**config.mk**
```make
export PLATFORM = sky130hd
export DESIGN_NAME = json_string_unescape_utf8
export DESIGN_NICKNAME = d
export VERILOG_FILES = /design/src/hw/rtl/jsu_pkg.sv /design/src/hw/rtl/jsu_decode.sv /design/src/hw/rtl/jsu_outq.sv /design/src/hw/rtl/json_string_unescape_utf8.sv
export SDC_FILE = /design/constraint.sdc
export NUM_CORES = 1
export LEC_CHECK = 0
export ABC_AREA = 1
export BUFFER_PORTS_ARGS = -buffer_cell sky130_fd_sc_hd__buf_4
export CAP_MARGIN = 10
export CORE_ASPECT_RATIO = 1.25
export CORE_MARGIN = 1.5
export CORE_UTILIZATION = 35
export CTS_CLUSTER_DIAMETER = 30
export DETAILED_ROUTE_END_ITERATION = 10
export MAX_ROUTING_LAYER = met4
export PLACE_DENSITY = 0.5
export SYNTH_ARGS = -nofsm -noshare
export SYNTH_HDL_FRONTEND = slang
export SYNTH_HIERARCHICAL = 1
export SYNTH_SLANG_ARGS = --single-unit
```
**constraint.sdc**
```tcl
create_clock -name clk -period 9.1 [get_ports clk]
set_input_delay 0.455 -clock clk [delete_from_list [all_inputs] [get_ports clk]]
set_output_delay 0.455 -clock clk [all_outputs]
set_load 0.02 [all_outputs]
```
**src/hw/rtl/jsu_pkg.sv**
```systemverilog
`timescale 1ns / 1ps

package jsu_pkg;

  // Decoder position within the string literal.
  typedef enum logic [2:0] {
    M_IDLE,
    M_WS,
    M_BODY,
    M_ESC,
    M_HEX1,
    M_AFTER_HIGH,
    M_AFTER_HIGH_BS,
    M_HEX2
  } mode_t;

  typedef enum logic [1:0] {
    KIND_BYTE  = 2'd0,
    KIND_CLOSE = 2'd1,
    KIND_ERROR = 2'd2
  } kind_t;

  typedef enum logic [3:0] {
    ERR_NONE            = 4'd0,
    ERR_NO_QUOTE        = 4'd1,
    ERR_CONTROL_CHAR    = 4'd2,
    ERR_UNTERM_ESCAPE   = 4'd3,
    ERR_BAD_ESCAPE      = 4'd4,
    ERR_TRUNC_UNICODE   = 4'd5,
    ERR_BAD_HEX         = 4'd6,
    ERR_MISSING_LOW     = 4'd7,
    ERR_BAD_LOW         = 4'd8,
    ERR_STRAY_LOW       = 4'd9,
    ERR_UNTERM_STRING   = 4'd10
  } err_code_t;

  localparam int MaxResults = 4;
  localparam int OffsetWidth = 32;

  localparam logic [7:0] ChSpace     = 8'h20;
  localparam logic [7:0] ChTab       = 8'h09;
  localparam logic [7:0] ChCr        = 8'h0d;
  localparam logic [7:0] ChLf        = 8'h0a;
  localparam logic [7:0] ChQuote     = 8'h22;
  localparam logic [7:0] ChBackslash = 8'h5c;
  localparam logic [7:0] ChSlash     = 8'h2f;
  localparam logic [7:0] ChLowerB    = 8'h62;
  localparam logic [7:0] ChLowerF    = 8'h66;
  localparam logic [7:0] ChLowerN    = 8'h6e;
  localparam logic [7:0] ChLowerR    = 8'h72;
  localparam logic [7:0] ChLowerT    = 8'h74;
  localparam logic [7:0] ChLowerU    = 8'h75;
  localparam logic [7:0] ChBackspace = 8'h08;
  localparam logic [7:0] ChFormFeed  = 8'h0c;

  localparam logic [15:0] HighSurrFirst = 16'hd800;
  localparam logic [15:0] HighSurrLast  = 16'hdbff;
  localparam logic [15:0] LowSurrFirst  = 16'hdc00;
  localparam logic [15:0] LowSurrLast   = 16'hdfff;
  // 0x10000 expressed in units of 1024: added to the high surrogate bits.
  localparam logic [10:0] SuppPlaneBase = 11'd64;

  // All results caused by one input word. last_idx is the count minus one.
  typedef struct packed {
    kind_t                       kind;
    logic [1:0]                  last_idx;
    logic [MaxResults-1:0][7:0]  bytes;
    err_code_t                   code;
    logic [OffsetWidth-1:0]      offset;
  } group_t;

  // Returns {valid, value} for an ASCII hex digit.
  function automatic logic [4:0] hex_digit(input logic [7:0] c);
    logic [4:0] r;
    r = 5'd0;
    if (c >= 8'h30 && c <= 8'h39) begin
      r = {1'b1, 4'(c - 8'h30)};
    end else if (c >= 8'h61 && c <= 8'h66) begin
      r = {1'b1, 4'(c - 8'h57)};
    end else if (c >= 8'h41 && c <= 8'h46) begin
      r = {1'b1, 4'(c - 8'h37)};
    end
    return r;
  endfunction

  function automatic group_t utf8_encode(input logic [20:0] cp);
    group_t g;
    g = '0;
    g.kind = KIND_BYTE;
    g.code = ERR_NONE;
    if (cp <= 21'h7f) begin
      g.last_idx = 2'd0;
      g.bytes[0] = cp[7:0];
    end else if (cp <= 21'h7ff) begin
      g.last_idx = 2'd1;
      g.bytes[0] = {3'b110, cp[10:6]};
      g.bytes[1] = {2'b10, cp[5:0]};
    end else if (cp <= 21'hffff) begin
      g.last_idx = 2'd2;
      g.bytes[0] = {4'b1110, cp[15:12]};
      g.bytes[1] = {2'b10, cp[11:6]};
      g.bytes[2] = {2'b10, cp[5:0]};
    end else begin
      g.last_idx = 2'd3;
      g.bytes[0] = {5'b11110, cp[20:18]};
      g.bytes[1] = {2'b10, cp[17:12]};
      g.bytes[2] = {2'b10, cp[11:6]};
      g.bytes[3] = {2'b10, cp[5:0]};
    end
    return g;
  endfunction

endpackage

```
**src/hw/rtl/jsu_decode.sv**
```systemverilog
`timescale 1ns / 1ps

module jsu_decode #(
  parameter int POSITION_WIDTH = 32
) (
  input  logic             clk,
  input  logic             rst,
  input  logic             accept,
  input  logic [7:0]       data_byte,
  input  logic             string_start,
  input  logic             end_of_text,
  output logic             grp_valid,
  output jsu_pkg::group_t  grp
);

  import jsu_pkg::*;

  localparam int PW = POSITION_WIDTH;

  mode_t           mode, mode_next;
  logic [15:0]     acc, acc_next;
  logic [9:0]      hi, hi_next;
  logic [1:0]      cnt, cnt_next;
  logic [PW-1:0]   pos, pos_next;
  logic [PW-1:0]   qs, qs_next;
  logic            bad, bad_next;
  logic [PW-1:0]   boff, boff_next;

  mode_t           m;
  logic [1:0]      cnt_e;
  logic            bad_e;
  logic [PW-1:0]   after, pos_prev;
  logic [4:0]      hd;
  logic [15:0]     acc_new;
  logic            bad_new;
  logic [PW-1:0]   boff_new;

  logic            do_err, do_close, do_one, do_cp;
  err_code_t       ecode;
  logic [PW-1:0]   eoff;
  logic [7:0]      one_b;
  logic [20:0]     cp;
  logic [PW+OffsetWidth-1:0] eoff_ext;

  assign after    = pos + 1'b1;
  assign pos_prev = pos - 1'b1;
  assign hd       = hex_digit(data_byte);

  always_comb begin
    mode_next = mode;
    acc_next  = acc;
    hi_next   = hi;
    cnt_next  = cnt;
    pos_next  = pos;
    qs_next   = qs;
    bad_next  = bad;
    boff_next = boff;
    do_err    = 1'b0;
    do_close  = 1'b0;
    do_one    = 1'b0;
    do_cp     = 1'b0;
    ecode     = ERR_NONE;
    eoff      = '0;
    one_b     = '0;
    cp        = '0;
    acc_new   = acc;
    bad_new   = bad;
    boff_new  = boff;

    m     = mode;
    cnt_e = cnt;
    bad_e = bad;
    if (string_start) begin
      m     = M_WS;
      cnt_e = 2'd0;
      bad_e = 1'b0;
    end
    cnt_next = cnt_e;
    bad_next = bad_e;

    if (end_of_text) begin
      case (m)
        M_WS: begin
          do_err = 1'b1; ecode = ERR_NO_QUOTE; eoff = pos;
        end
        M_BODY: begin
          do_err = 1'b1; ecode = ERR_UNTERM_STRING; eoff = pos;
        end
        M_ESC: begin
          do_err = 1'b1; ecode = ERR_UNTERM_ESCAPE; eoff = pos;
        end
        M_HEX1, M_HEX2: begin
          do_err = 1'b1; ecode = ERR_TRUNC_UNICODE; eoff = qs;
        end
        M_AFTER_HIGH: begin
          do_err = 1'b1; ecode = ERR_MISSING_LOW; eoff = pos;
        end
        M_AFTER_HIGH_BS: begin
          do_err = 1'b1; ecode = ERR_MISSING_LOW; eoff = pos_prev;
        end
        default: begin
        end
      endcase
      mode_next = M_IDLE;
      pos_next  = '0;
    end else begin
      pos_next = after;
      case (m)
        M_WS: begin
          if (data_byte == ChSpace || data_byte == ChTab ||
              data_byte == ChCr || data_byte == ChLf) begin
            mode_next = M_WS;
          end else if (data_byte == ChQuote) begin
            mode_next = M_BODY;
          end else begin
            do_err = 1'b1; ecode = ERR_NO_QUOTE; eoff = pos;
          end
        end
        M_BODY: begin
          mode_next = M_BODY;
          if (data_byte == ChQuote) begin
            do_close  = 1'b1;
            mode_next = M_IDLE;
          end else if (data_byte < ChSpace) begin
            do_err = 1'b1; ecode = ERR_CONTROL_CHAR; eoff = after;
          end else if (data_byte != ChBackslash) begin
            do_one = 1'b1; one_b = data_byte;
          end else begin
            mode_next = M_ESC;
          end
        end
        M_ESC: begin
          mode_next = M_BODY;
          case (data_byte)
            ChQuote:     begin do_one = 1'b1; one_b = ChQuote;     end
            ChBackslash: begin do_one = 1'b1; one_b = ChBackslash; end
            ChSlash:     begin do_one = 1'b1; one_b = ChSlash;     end
            ChLowerB:    begin do_one = 1'b1; one_b = ChBackspace; end
            ChLowerF:    begin do_one = 1'b1; one_b = ChFormFeed;  end
            ChLowerN:    begin do_one = 1'b1; one_b = ChLf;        end
            ChLowerR:    begin do_one = 1'b1; one_b = ChCr;        end
            ChLowerT:    begin do_one = 1'b1; one_b = ChTab;       end
            ChLowerU: begin
              mode_next = M_HEX1;
              qs_next   = after;
              acc_next  = '0;
              cnt_next  = 2'd0;
              bad_next  = 1'b0;
              boff_next = '0;
            end
            default: begin
              do_err = 1'b1; ecode = ERR_BAD_ESCAPE; eoff = after;
            end
          endcase
        end
        M_HEX1, M_HEX2: begin
          acc_new  = hd[4] ? {acc[11:0], hd[3:0]} : acc;
          bad_new  = bad_e;
          boff_new = boff;
          // Only the first bad digit of a quad is remembered.
          if (!hd[4] && !bad_e) begin
            bad_new  = 1'b1;
            boff_new = pos;
          end
          acc_next  = acc_new;
          bad_next  = bad_new;
          boff_next = boff_new;
          if (cnt_e == 2'd3) begin
            cnt_next = 2'd0;
            if (bad_new) begin
              do_err = 1'b1; ecode = ERR_BAD_HEX; eoff = boff_new;
            end else if (m == M_HEX1) begin
              if (acc_new >= HighSurrFirst && acc_new <= HighSurrLast) begin
                hi_next   = acc_new[9:0];
                mode_next = M_AFTER_HIGH;
              end else if (acc_new >= LowSurrFirst && acc_new <= LowSurrLast) begin
                do_err = 1'b1; ecode = ERR_STRAY_LOW; eoff = after;
              end else begin
                do_cp     = 1'b1;
                cp        = {5'd0, acc_new};
                mode_next = M_BODY;
              end
            end else begin
              if (acc_new < LowSurrFirst || acc_new > LowSurrLast) begin
                do_err = 1'b1; ecode = ERR_BAD_LOW; eoff = after;
              end else begin
                do_cp     = 1'b1;
                cp        = {11'({1'b0, hi} + SuppPlaneBase), acc_new[9:0]};
                mode_next = M_BODY;
              end
            end
          end else begin
            cnt_next  = cnt_e + 2'd1;
            mode_next = m;
          end
        end
        M_AFTER_HIGH: begin
          if (data_byte == ChBackslash) begin
            mode_next = M_AFTER_HIGH_BS;
          end else begin
            do_err = 1'b1; ecode = ERR_MISSING_LOW; eoff = pos;
          end
        end
        M_AFTER_HIGH_BS: begin
          if (data_byte == ChLowerU) begin
            mode_next = M_HEX2;
            qs_next   = after;
            acc_next  = '0;
            cnt_next  = 2'd0;
            bad_next  = 1'b0;
            boff_next = '0;
          end else begin
            do_err = 1'b1; ecode = ERR_MISSING_LOW; eoff = pos_prev;
          end
        end
        default: begin
          mode_next = m;
        end
      endcase
    end

    if (do_err) begin
      mode_next = M_IDLE;
    end
  end

  // Offsets are reported as the low 32 bits of the position.
  assign eoff_ext = {{OffsetWidth{1'b0}}, eoff};

  always_comb begin
    grp      = '0;
    grp.kind = KIND_BYTE;
    grp.code = ERR_NONE;
    if (do_err) begin
      grp.kind   = KIND_ERROR;
      grp.code   = ecode;
      grp.offset = eoff_ext[OffsetWidth-1:0];
    end else if (do_close) begin
      grp.kind = KIND_CLOSE;
    end else if (do_one) begin
      grp.bytes[0] = one_b;
    end else if (do_cp) begin
      grp = utf8_encode(cp);
    end
  end

  assign grp_valid = accept && (do_err || do_close || do_one || do_cp);

  always_ff @(posedge clk) begin
    if (rst) begin
      mode <= M_IDLE;
      acc  <= '0;
      hi   <= '0;
      cnt  <= '0;
      pos  <= '0;
      qs   <= '0;
      bad  <= 1'b0;
      boff <= '0;
    end else if (accept) begin
      mode <= mode_next;
      acc  <= acc_next;
      hi   <= hi_next;
      cnt  <= cnt_next;
      pos  <= pos_next;
      qs   <= qs_next;
      bad  <= bad_next;
      boff <= boff_next;
    end
  end

endmodule

```
**src/hw/rtl/jsu_outq.sv**
```systemverilog
`timescale 1ns / 1ps

module jsu_outq (
  input  logic             clk,
  input  logic             rst,
  input  logic             wr,
  input  jsu_pkg::group_t  wr_grp,
  output logic             can_accept,
  output logic             out_valid,
  input  logic             out_ready,
  output logic [7:0]       out_byte,
  output logic [1:0]       kind,
  output logic [3:0]       error_code,
  output logic [31:0]      error_offset,
  output logic             last_of_run
);

  import jsu_pkg::*;

  group_t      head, pend;
  logic        head_valid, pend_valid;
  logic [1:0]  idx;
  logic        last, pop, adv, load_new, load_pend;

  assign last      = (idx == head.last_idx);
  assign pop       = head_valid && out_ready && last;
  assign adv       = head_valid && out_ready && !last;
  // A new word is written only while the pending slot is empty.
  assign load_new  = wr && (!head_valid || pop);
  assign load_pend = !wr && pop && pend_valid;

  always_ff @(posedge clk) begin
    if (rst) begin
      head_valid <= 1'b0;
      pend_valid <= 1'b0;
      idx        <= '0;
    end else begin
      if (load_new || load_pend) begin
        head_valid <= 1'b1;
        idx        <= '0;
      end else if (pop) begin
        head_valid <= 1'b0;
      end else if (adv) begin
        idx <= idx + 2'd1;
      end
      if (wr && !load_new) begin
        pend_valid <= 1'b1;
      end else if (load_pend) begin
        pend_valid <= 1'b0;
      end
    end
  end

  always_ff @(posedge clk) begin
    if (load_new) begin
      head <= wr_grp;
    end else if (load_pend) begin
      head <= pend;
    end
    if (wr && !load_new) begin
      pend <= wr_grp;
    end
  end

  assign can_accept   = !pend_valid;
  assign out_valid    = head_valid;
  assign out_byte     = (head.kind == KIND_BYTE) ? head.bytes[idx] : 8'd0;
  assign kind         = head.kind;
  assign error_code   = head.code;
  assign error_offset = head.offset;
  assign last_of_run  = last;

endmodule

```
**src/hw/rtl/json_string_unescape_utf8.sv**
```systemverilog
`timescale 1ns / 1ps
// Channel | Handshake          | Payload
// --------+--------------------+------------------------------------------------
// in      | in_valid/in_ready  | data_byte, string_start, end_of_text
// out     | out_valid/out_ready| out_byte, kind, error_code, error_offset,
//         |                    | last_of_run
//
// An input word is decoded in the cycle it is accepted; its results (none to four)
// go to a two-entry queue and leave it one per cycle while out_ready is high. Input
// is taken every cycle while the pending slot is free, so one-result words run at
// one word per cycle while out_ready stays high; a word giving N results holds the
// queue head until all N are taken. Reset is synchronous: it returns the decoder to
// idle with the text position at zero and empties the queue. A stalled output fills
// the pending slot, after which in_ready drops until the head is delivered.

module json_string_unescape_utf8 #(
  parameter int POSITION_WIDTH = 32
) (
  input  logic        clk,
  input  logic        rst,
  input  logic        in_valid,
  output logic        in_ready,
  input  logic [7:0]  data_byte,
  input  logic        string_start,
  input  logic        end_of_text,
  output logic        out_valid,
  input  logic        out_ready,
  output logic [7:0]  out_byte,
  output logic [1:0]  kind,
  output logic [3:0]  error_code,
  output logic [31:0] error_offset,
  output logic        last_of_run
);

  import jsu_pkg::*;

  logic    accept;
  logic    grp_valid;
  group_t  grp;

  assign accept = in_valid && in_ready;

  jsu_decode #(
    .POSITION_WIDTH(POSITION_WIDTH)
  ) u_decode (
    .clk          (clk),
    .rst          (rst),
    .accept       (accept),
    .data_byte    (data_byte),
    .string_start (string_start),
    .end_of_text  (end_of_text),
    .grp_valid    (grp_valid),
    .grp          (grp)
  );

  jsu_outq u_outq (
    .clk          (clk),
    .rst          (rst),
    .wr           (grp_valid),
    .wr_grp       (grp),
    .can_accept   (in_ready),
    .out_valid    (out_valid),
    .out_ready    (out_ready),
    .out_byte     (out_byte),
    .kind         (kind),
    .error_code   (error_code),
    .error_offset (error_offset),
    .last_of_run  (last_of_run)
  );

endmodule

```
==> reports/qor.txt, run 1 <==
RUN STATUS
-----------------------------------------------------------------------------------------
Status                                                                          completed

WORST SETUP PATH
-----------------------------------------------------------------------------------------
Largest fanout of any net on the critical path                                         75
Launch point of the worst path                                               u_decode/mode[2]
Reg-to-Reg Start                                                             u_decode/mode[2]
Arrival time reported for the critical path endpoint                              5.32 ns
Required time at the endpoint of the critical path                                9.33 ns
Worst flop-to-flop path endpoint                                             u_outq/pend[43]
Element type at the critical path end                                            register
Termination of the worst setup path                                          u_outq/pend[43]
Critical path class                                                          register to register
Critical path launch point type                                                  register
Slack of the worst reg-to-reg path                                                4.01 ns
Cells on worst reg2reg path                                                            13

PLACED DESIGN
-----------------------------------------------------------------------------------------
Count of input and output buffers                                                      62
Half-perimeter wire length after detailed placement                          36600 microns
Placer Congestion                                                                   0.920
Placed instance area                                                         0.0168 sq mm

ROUTE
-----------------------------------------------------------------------------------------
Initial DRC count                                                                    1205
Routed len/inst                                                              19.1 microns
Residual DRC count                                                                      0
Vias per cell                                                                        5.35
Antenna Violating Nets Remaining                                                        0
Detailed-routing iteration count for the pre-antenna-repair pass                        6
Overall routed net length                                                    53500 microns
Total vias in the final route                                                       15000

LAYOUT
-----------------------------------------------------------------------------------------
Most common library cell in the layout ignoring fill and taps                     nand2_1
Layout cells sized above 1                                                          0.125
Area growth from synthesis to final layout                                          15.9%
Non-Filler Cell Area, Final                                                  0.0190 sq mm
Number of nets in the layout                                                         2182
Leading cell types in the layout, fill and taps excluded                     nand2_1 (544), nor2_1 (201), inv_1 (178)
Layout fillers                                                                       4746

LOGIC SYNTHESIS
-----------------------------------------------------------------------------------------
Number of synthesized flops with an enable pin                                        144
Prevailing post-synth register cell                                              edfxtp_1
Post-Syn Area per Cell                                                         7.49 sq um
Sequential fraction of the synthesis area                                           0.425
Count of mapped cells out of synthesis                                               2191
Count of yosys warnings during synthesis                                                6
Distinct cell type count of the synthesized netlist                                    58
Netlist Area Pre-Place                                                       0.0164 sq mm
Proportion of register bits with asynchronous set or reset after synthesis              0
Number of storage elements in the synthesis netlist                                   276

CLOCKING
-----------------------------------------------------------------------------------------
Number of buffers inserted for hold repair after clock tree synthesis                   0
Postcts setup bufs                                                                      0
Clock slew at reported path FFs                                                   0.05 ns
Number of levels the H-tree was split into                                              2
Clk_lat worst skew                                                                0.63 ns
CTS root buffer                                                                 clkbuf_16
Number of buffers created by CTS                                                       61
Quantity of gates resized following cts                                                 0
TritonCTS clock tree                                                                 done
Clock sink total                                                                      276
Max clock buf depth                                                                     3

TIMING
-----------------------------------------------------------------------------------------
Final hold slack                                                                 0.268 ns
Count of final max-slew check failures                                                  0
Max Fclk                                                                          197 MHz
Headroom to the max-slew limit                                                      0.348
Number of hold violations in the final report                                           0
Slew at the pin closest to its max-slew limit                                    0.978 ns
Number of setup violations in the final report                                          0
Largest clock skew in the final design                                          0.0630 ns
Fin Setup TNS                                                                        0 ns
Share of the clock period used by the worst path after layout                       0.559
RSZ-0062 raised after global routing                                                   no
Final period demand of the worst path                                             5.09 ns

FLOORPLAN
-----------------------------------------------------------------------------------------
Die area                                                                     0.0482 sq mm
I/O Pins                                                                               63
Horizontal die dimension                                                      197 microns
Die Y-Extent                                                                  245 microns
Area inside the core boundary                                                0.0462 sq mm
Effective utilization at floorplan                                                  0.355
Cell Rows                                                                              88

GLOBAL ROUTING
-----------------------------------------------------------------------------------------
Initial antenna violation count                                                         1
Residual overflow from global routing                                                   0
Largest net degree at the start of global routing                                      76
Wire length of the first global-routing pass                                 83700 microns
Overall global routing resource usage                                               0.229
Via count of the first global-routing pass                                          14400

POWER
-----------------------------------------------------------------------------------------
Leakage dissipation                                                               7.57 nW
Worst vdd ir                                                                     0.179 mV
Power Dens Cells                                                              214 mW/mm^2

HOLD PATH
-----------------------------------------------------------------------------------------
Worst hold path type                                                         primary input to register
Beginning of the worst hold path                                             string_start

FLOW RUN
-----------------------------------------------------------------------------------------
Max-cap viol count                                                                      0

## worst min-delay path by stage
stage                        endpoint  cells past startpoint  slack (ns)
CTS                   u_decode/cnt[1]                      4        0.21
detailed placement  u_decode/boff[14]                      2        0.46
floorplan              u_decode/hi[4]                      2        0.43
global placement    u_decode/boff[30]                      2        0.45
finish                u_decode/cnt[1]                      4        0.27
global route          u_decode/cnt[1]                      4        0.27
## critical path, cell delays in order (launching register included)
cell	delay, ns
dfxtp_1	0.51
nand2_1	0.27
o21ai_4	0.19
buf_4	0.46
nand2_2	0.19
nor3_4	0.53
nand4_4	0.27
nand2_4	0.21
inv_2	0.09
a31oi_4	0.18
buf_4	0.66
nand3_1	0.22
inv_2	0.08
buf_4	0.73
## report_power, final
part           internal (mW)  switching, mW  leakage, nW
Combinational         0.0908          0.270         4.07
Sequential              1.37         0.0193         2.44
Clock                   1.56          0.760         1.06
## kinds of logic (layout without fill, tap and decap cells)
| kind of cell | after synthesis | in the layout | synth area share |
|---|---|---|---|
| and+or+nand+nor | 1027 | 1027 | 0.271 |
| adders and majority gates | 9 | 9 | 0.00686 |
| buffers and inverters | 378 | 397 | 0.106 |
| xor gates and xnor gates | 48 | 48 | 0.0256 |
| AOI/OAI and AO/OA | 452 | 452 | 0.165 |
| DFF | 276 | 276 | 0.425 |
| other | 1 | 4 | 0.000229 |
## synth_stat cells, types with 13 or more instances
master,number,area (sq um)
inv_2,17,63.8
nand2_1,546,2050
nand3_1,148,741
o21ai_0,139,696
a211oi_1,14,105
a22oi_1,36,270
nand4_1,29,181
nor2_1,203,762
edfxtp_1,144,4320
a21oi_1,161,806
dfxtp_1,132,2640
clkbuf_1,95,357
buf_4,55,413
buf_6,14,158
xor2_1,46,403
nor3_1,36,180
inv_1,180,676
o211ai_1,18,135
buf_2,13,65.1
## cell type report
class	instances	area, sq um	share of cell area
antenna	1	2.50	0.000132
clock inverter	42	566	0.0297
inverter	200	751	0.0395
clock buffer	74	1660	0.0870
sequential	276	6970	0.366
multi-input combinational	1539	7740	0.407
tap	585	732	0.0385
timing repair buffer	81	608	0.0320
## sequential cells by signal (all words and copies together), names as in the netlist, 2 cells and up
name / flops
u_outq/pend: 72
u_outq/head: 34
u_decode/boff: 32
u_decode/pos: 32
u_decode/qs: 32
u_outq/error_offset: 32
u_decode/acc: 16
u_decode/hi: 10
u_outq/error_code: 4
u_decode/mode: 3
u_decode/cnt: 2
u_outq/idx: 2
u_outq/kind: 2
## per-layer routing
metal  GRT usage  share of wire  vias to the layer above  wire length, microns
met4      0.0759          0.029                        0                  1570
li1            -              -                     7298                     -
met5           -              0                        -                     0
met1       0.300           0.45                     7025                 24200
met3      0.0334          0.057                      118                  3060
met2       0.364           0.46                      523                 24700
## per-stage QoR
stage | setup slack, ns | cells | total power [mW] | utilization
2_1_floorplan | 4.33 | 2193 | 1.68 | -
3_3_place_gp | 3.88 | 2681 | 1.78 | 0.363
3_5_place_dp | 3.79 | 2681 | 1.78 | 0.363
4_1_cts | 4.01 | 2797 | 4.12 | 0.411
5_1_grt | 3.67 | 2797 | 4.22 | 0.411
6_report | 4.01 | 2798 | 4.07 | 0.411
(Power assumes the default switching activity.)
==> run 2: changes to the inputs <==
==> constraint.sdc (replaced) <==
create_clock -name clk -period 4.8 [get_ports clk]
set_input_delay 0.24 -clock clk [delete_from_list [all_inputs] [get_ports clk]]
set_output_delay 0.24 -clock clk [all_outputs]
set_load 0.02 [all_outputs]
==> run 2 against run 1 <==
Net effect: die area stayed put; sequential cell count stayed put; clock power is 70% higher; routed wire length is 3.3% higher; register-to-register slack worse by 3.1 ns; via count is 0.11% higher; power is 79% higher; count of clock-buffer cells in the layout is 4 higher; clock skew is 0.039 ns lower; critical path depth is 1 higher; largest power group unchanged; hold slack worse by 0.21 ns; core utilization is 0.25 points lower; highest routed layer unchanged.
==> reports/qor.txt, run 2 (synthesis gave the netlist of run 1 again) <==
FLOORPLAN
------------------------------------------------------------------------------------
Die area                                                                0.0482 sq mm   unchanged
Horizontal die dimension                                                 197 microns   unchanged
I/O Pins                                                                          63   unchanged
Cell Rows                                                                         88   unchanged
Area inside the core boundary                                           0.0462 sq mm   unchanged
Effective utilization at floorplan                                             0.355   unchanged
Die Y-Extent                                                             245 microns   unchanged

LAYOUT
------------------------------------------------------------------------------------
Leading cell types in the layout, fill and taps excluded                nand2_1 (544), nor2_1 (201), inv_1 (178)
Largest registers                                                       u_outq/pend: 72 flops, u_outq/head: 34 flops
Number of flip-flops under the largest register name                              72   unchanged
Layout cells sized above 1                                                     0.121   -0.00384
Non-Filler Cell Area, Final                                             0.0189 sq mm   -0.60%
Total area of sequential cells                                          0.00697 sq mm   unchanged
Multi-input combinational cell area                                     0.00774 sq mm   unchanged
Area growth from synthesis to final layout                                     15.2%
Layout fillers                                                                  4757   +0.23%
Number of nets in the layout                                                    2192   +0.46%
Final non-filler cell total                                                     2805   +0.25%
Largest register by flop count                                           u_outq/pend
Most common library cell in the layout ignoring fill and taps                nand2_1

TIMING
------------------------------------------------------------------------------------
Number of hold violations in the final report                                      0   unchanged
Largest clock skew in the final design                                     0.0244 ns   -0.0386 ns
Count of final max-slew check failures                                             0   unchanged
Headroom to the max-slew limit                                                 0.333   -0.0152
Share of the clock period used by the worst path after layout                  0.806   +0.247
RSZ-0062 raised after global routing                                              no
Final hold slack                                                           0.0585 ns   -0.210 ns
Final period demand of the worst path                                        3.87 ns   -1.22 ns
Max Fclk                                                                     258 MHz   +31%
Fin Setup TNS                                                                   0 ns   unchanged
Number of setup violations in the final report                                     0   unchanged
Slew at the pin closest to its max-slew limit                                1.00 ns   +0.0228 ns

ROUTE
------------------------------------------------------------------------------------
Antenna Violating Nets Remaining                                                   0   unchanged
Routed len/inst                                                         19.7 microns   +3.1%
Vias per cell                                                                   5.34   -0.14%
Initial DRC count                                                               1221   +1.3%
Overall routed net length                                               55200 microns   +3.3%
Residual DRC count                                                                 0   unchanged
Detailed-routing iteration count for the pre-antenna-repair pass                   6   unchanged
Total vias in the final route                                                  15000   +0.11%

RUN STATUS
------------------------------------------------------------------------------------
Status                                                                     completed

GLOBAL ROUTING
------------------------------------------------------------------------------------
Residual overflow from global routing                                              0   unchanged
Largest net degree at the start of global routing                                 73   -3.9%
Wire length of the first global-routing pass                            84500 microns   +1.0%
Overall global routing resource usage                                          0.233   +0.00367
Initial antenna violation count                                                    3   +2
Via count of the first global-routing pass                                     14400   -0.33%

CLOCKING
------------------------------------------------------------------------------------
Clock slew at reported path FFs                                              0.05 ns   about the same
Postcts setup bufs                                                                 0   unchanged
Number of buffers created by CTS                                                  61   unchanged
TritonCTS clock tree                                                            done
Clk_lat worst skew                                                           0.59 ns   -0.04 ns
Max clock buf depth                                                                3   unchanged
Number of levels the H-tree was split into                                         2   unchanged
Clock sink total                                                                 276   unchanged
Number of buffers inserted for hold repair after clock tree synthesis              0   unchanged
CTS root buffer                                                            clkbuf_16
Quantity of gates resized following cts                                            0   unchanged

POWER
------------------------------------------------------------------------------------
Power Total                                                                  7.31 mW   +79%
Switching Share                                                                0.256   -0.00178
Worst vdd ir                                                                0.256 mV   +43%
Reported net switching power                                                 1.87 mW   +78%
Logic pwr share                                                                0.098   +0.009
Cell-internal power                                                          5.44 mW   +80%
Power Dens Cells                                                         386 mW/mm^2   +80%
Leakage dissipation                                                          7.52 nW   -0.64%
Fraction of power consumed by sequential logic                                 0.361   +0.019
Clock Power Share                                                              0.541   -0.028

PLACED DESIGN
------------------------------------------------------------------------------------
Placer Congestion                                                              0.908   -1.3%
Placed instance area                                                    0.0169 sq mm   +0.74%
Count of input and output buffers                                                 62   unchanged
Placed Instances                                                                2691   +0.37%
Half-perimeter wire length after detailed placement                     37600 microns   +2.8%

WORST SETUP PATH
------------------------------------------------------------------------------------
Critical path class                                                     register to register
Arrival time reported for the critical path endpoint                         4.33 ns   -0.99 ns
Critical path launch point type                                             register
Required time at the endpoint of the critical path                           5.26 ns   -4.07 ns
Slack of the worst reg-to-reg path                                           0.93 ns   -3.08 ns
Largest fanout of any net on the critical path                                     6   -92%
Element type at the critical path end                                       register

FLOW RUN
------------------------------------------------------------------------------------
Max-cap viol count                                                                 0   unchanged

HOLD PATH
------------------------------------------------------------------------------------
Worst hold path type                                                    primary input to register

run 2: changes by cell type in the layout (fill, tap and decap cells not counted), moves of 5 or more:
| cell | change |
|---|---|
| buf_4 | +6 |
| clkbuf_1 | +7 |
| clkinv_1 | +5 |
| clkinv_4 | -6 |
| inv_6 | -6 |
run 2: layout make-up:
type | count | share of cell area
Clock inverter | 32 | 0.0177
Inverter | 200 | 0.0397
Timing Repair Buffer | 91 | 0.0388
Antenna cell | 4 | 0.000529
Multi-Input combinational cell | 1539 | 0.409
Clock buffer | 78 | 0.0868
Sequential cell | 276 | 0.368
Tap cell | 585 | 0.0387
run 2: worst paths after layout:
kind / startpoint / endpoint / cells past startpoint
min: string_start / u_decode/cnt[1] / 4
min reg2reg: u_decode/boff[15] / u_decode/boff[15] / 2
max: u_decode/pos[0] / u_outq/error_offset[28] / 14
max reg2reg: u_decode/pos[0] / u_outq/error_offset[28] / 14
run 2: power groups by stage:
stage	registers [mW]	clock network (mW)	logic [mW]
finish	2.64	3.95	0.717
global route	2.64	4.15	0.781
CTS	2.64	4.03	0.721
detailed placement	2.68	0	0.719
global placement	2.68	0	0.719
floorplan	2.67	0	0.503
run 2: critical path, stage by stage, from the launching register on:
cell and delay, ns:
dfxtp_1 0.47, ha_1 0.24, nand2_1 0.06, nor2_1 0.25, nand2_1 0.21, nor3_1 0.34, nand4_1 0.23, nor4_1 0.65
nand3_1 0.27, xor2_1 0.25, nor2_1 0.14, nor2_1 0.06, a21oi_1 0.36, nand3_1 0.12, nand2_1 0.09
run 2: metrics by stage:
step	util	setup slack, ns
CTS	0.409	1.04
detailed placement	0.366	0.637
global route	0.409	0.775
floorplan	-	0.245
finish	0.409	0.931
global placement	0.366	0.776
run 2: layer usage:
metal | up-vias | part of all wire | track usage
met5 | - | 0 | -
met4 | 0 | 0.035 | 0.0876
met3 | 126 | 0.064 | 0.0386
met2 | 530 | 0.46 | 0.366
met1 | 7012 | 0.45 | 0.301
li1 | 7313 | - | -
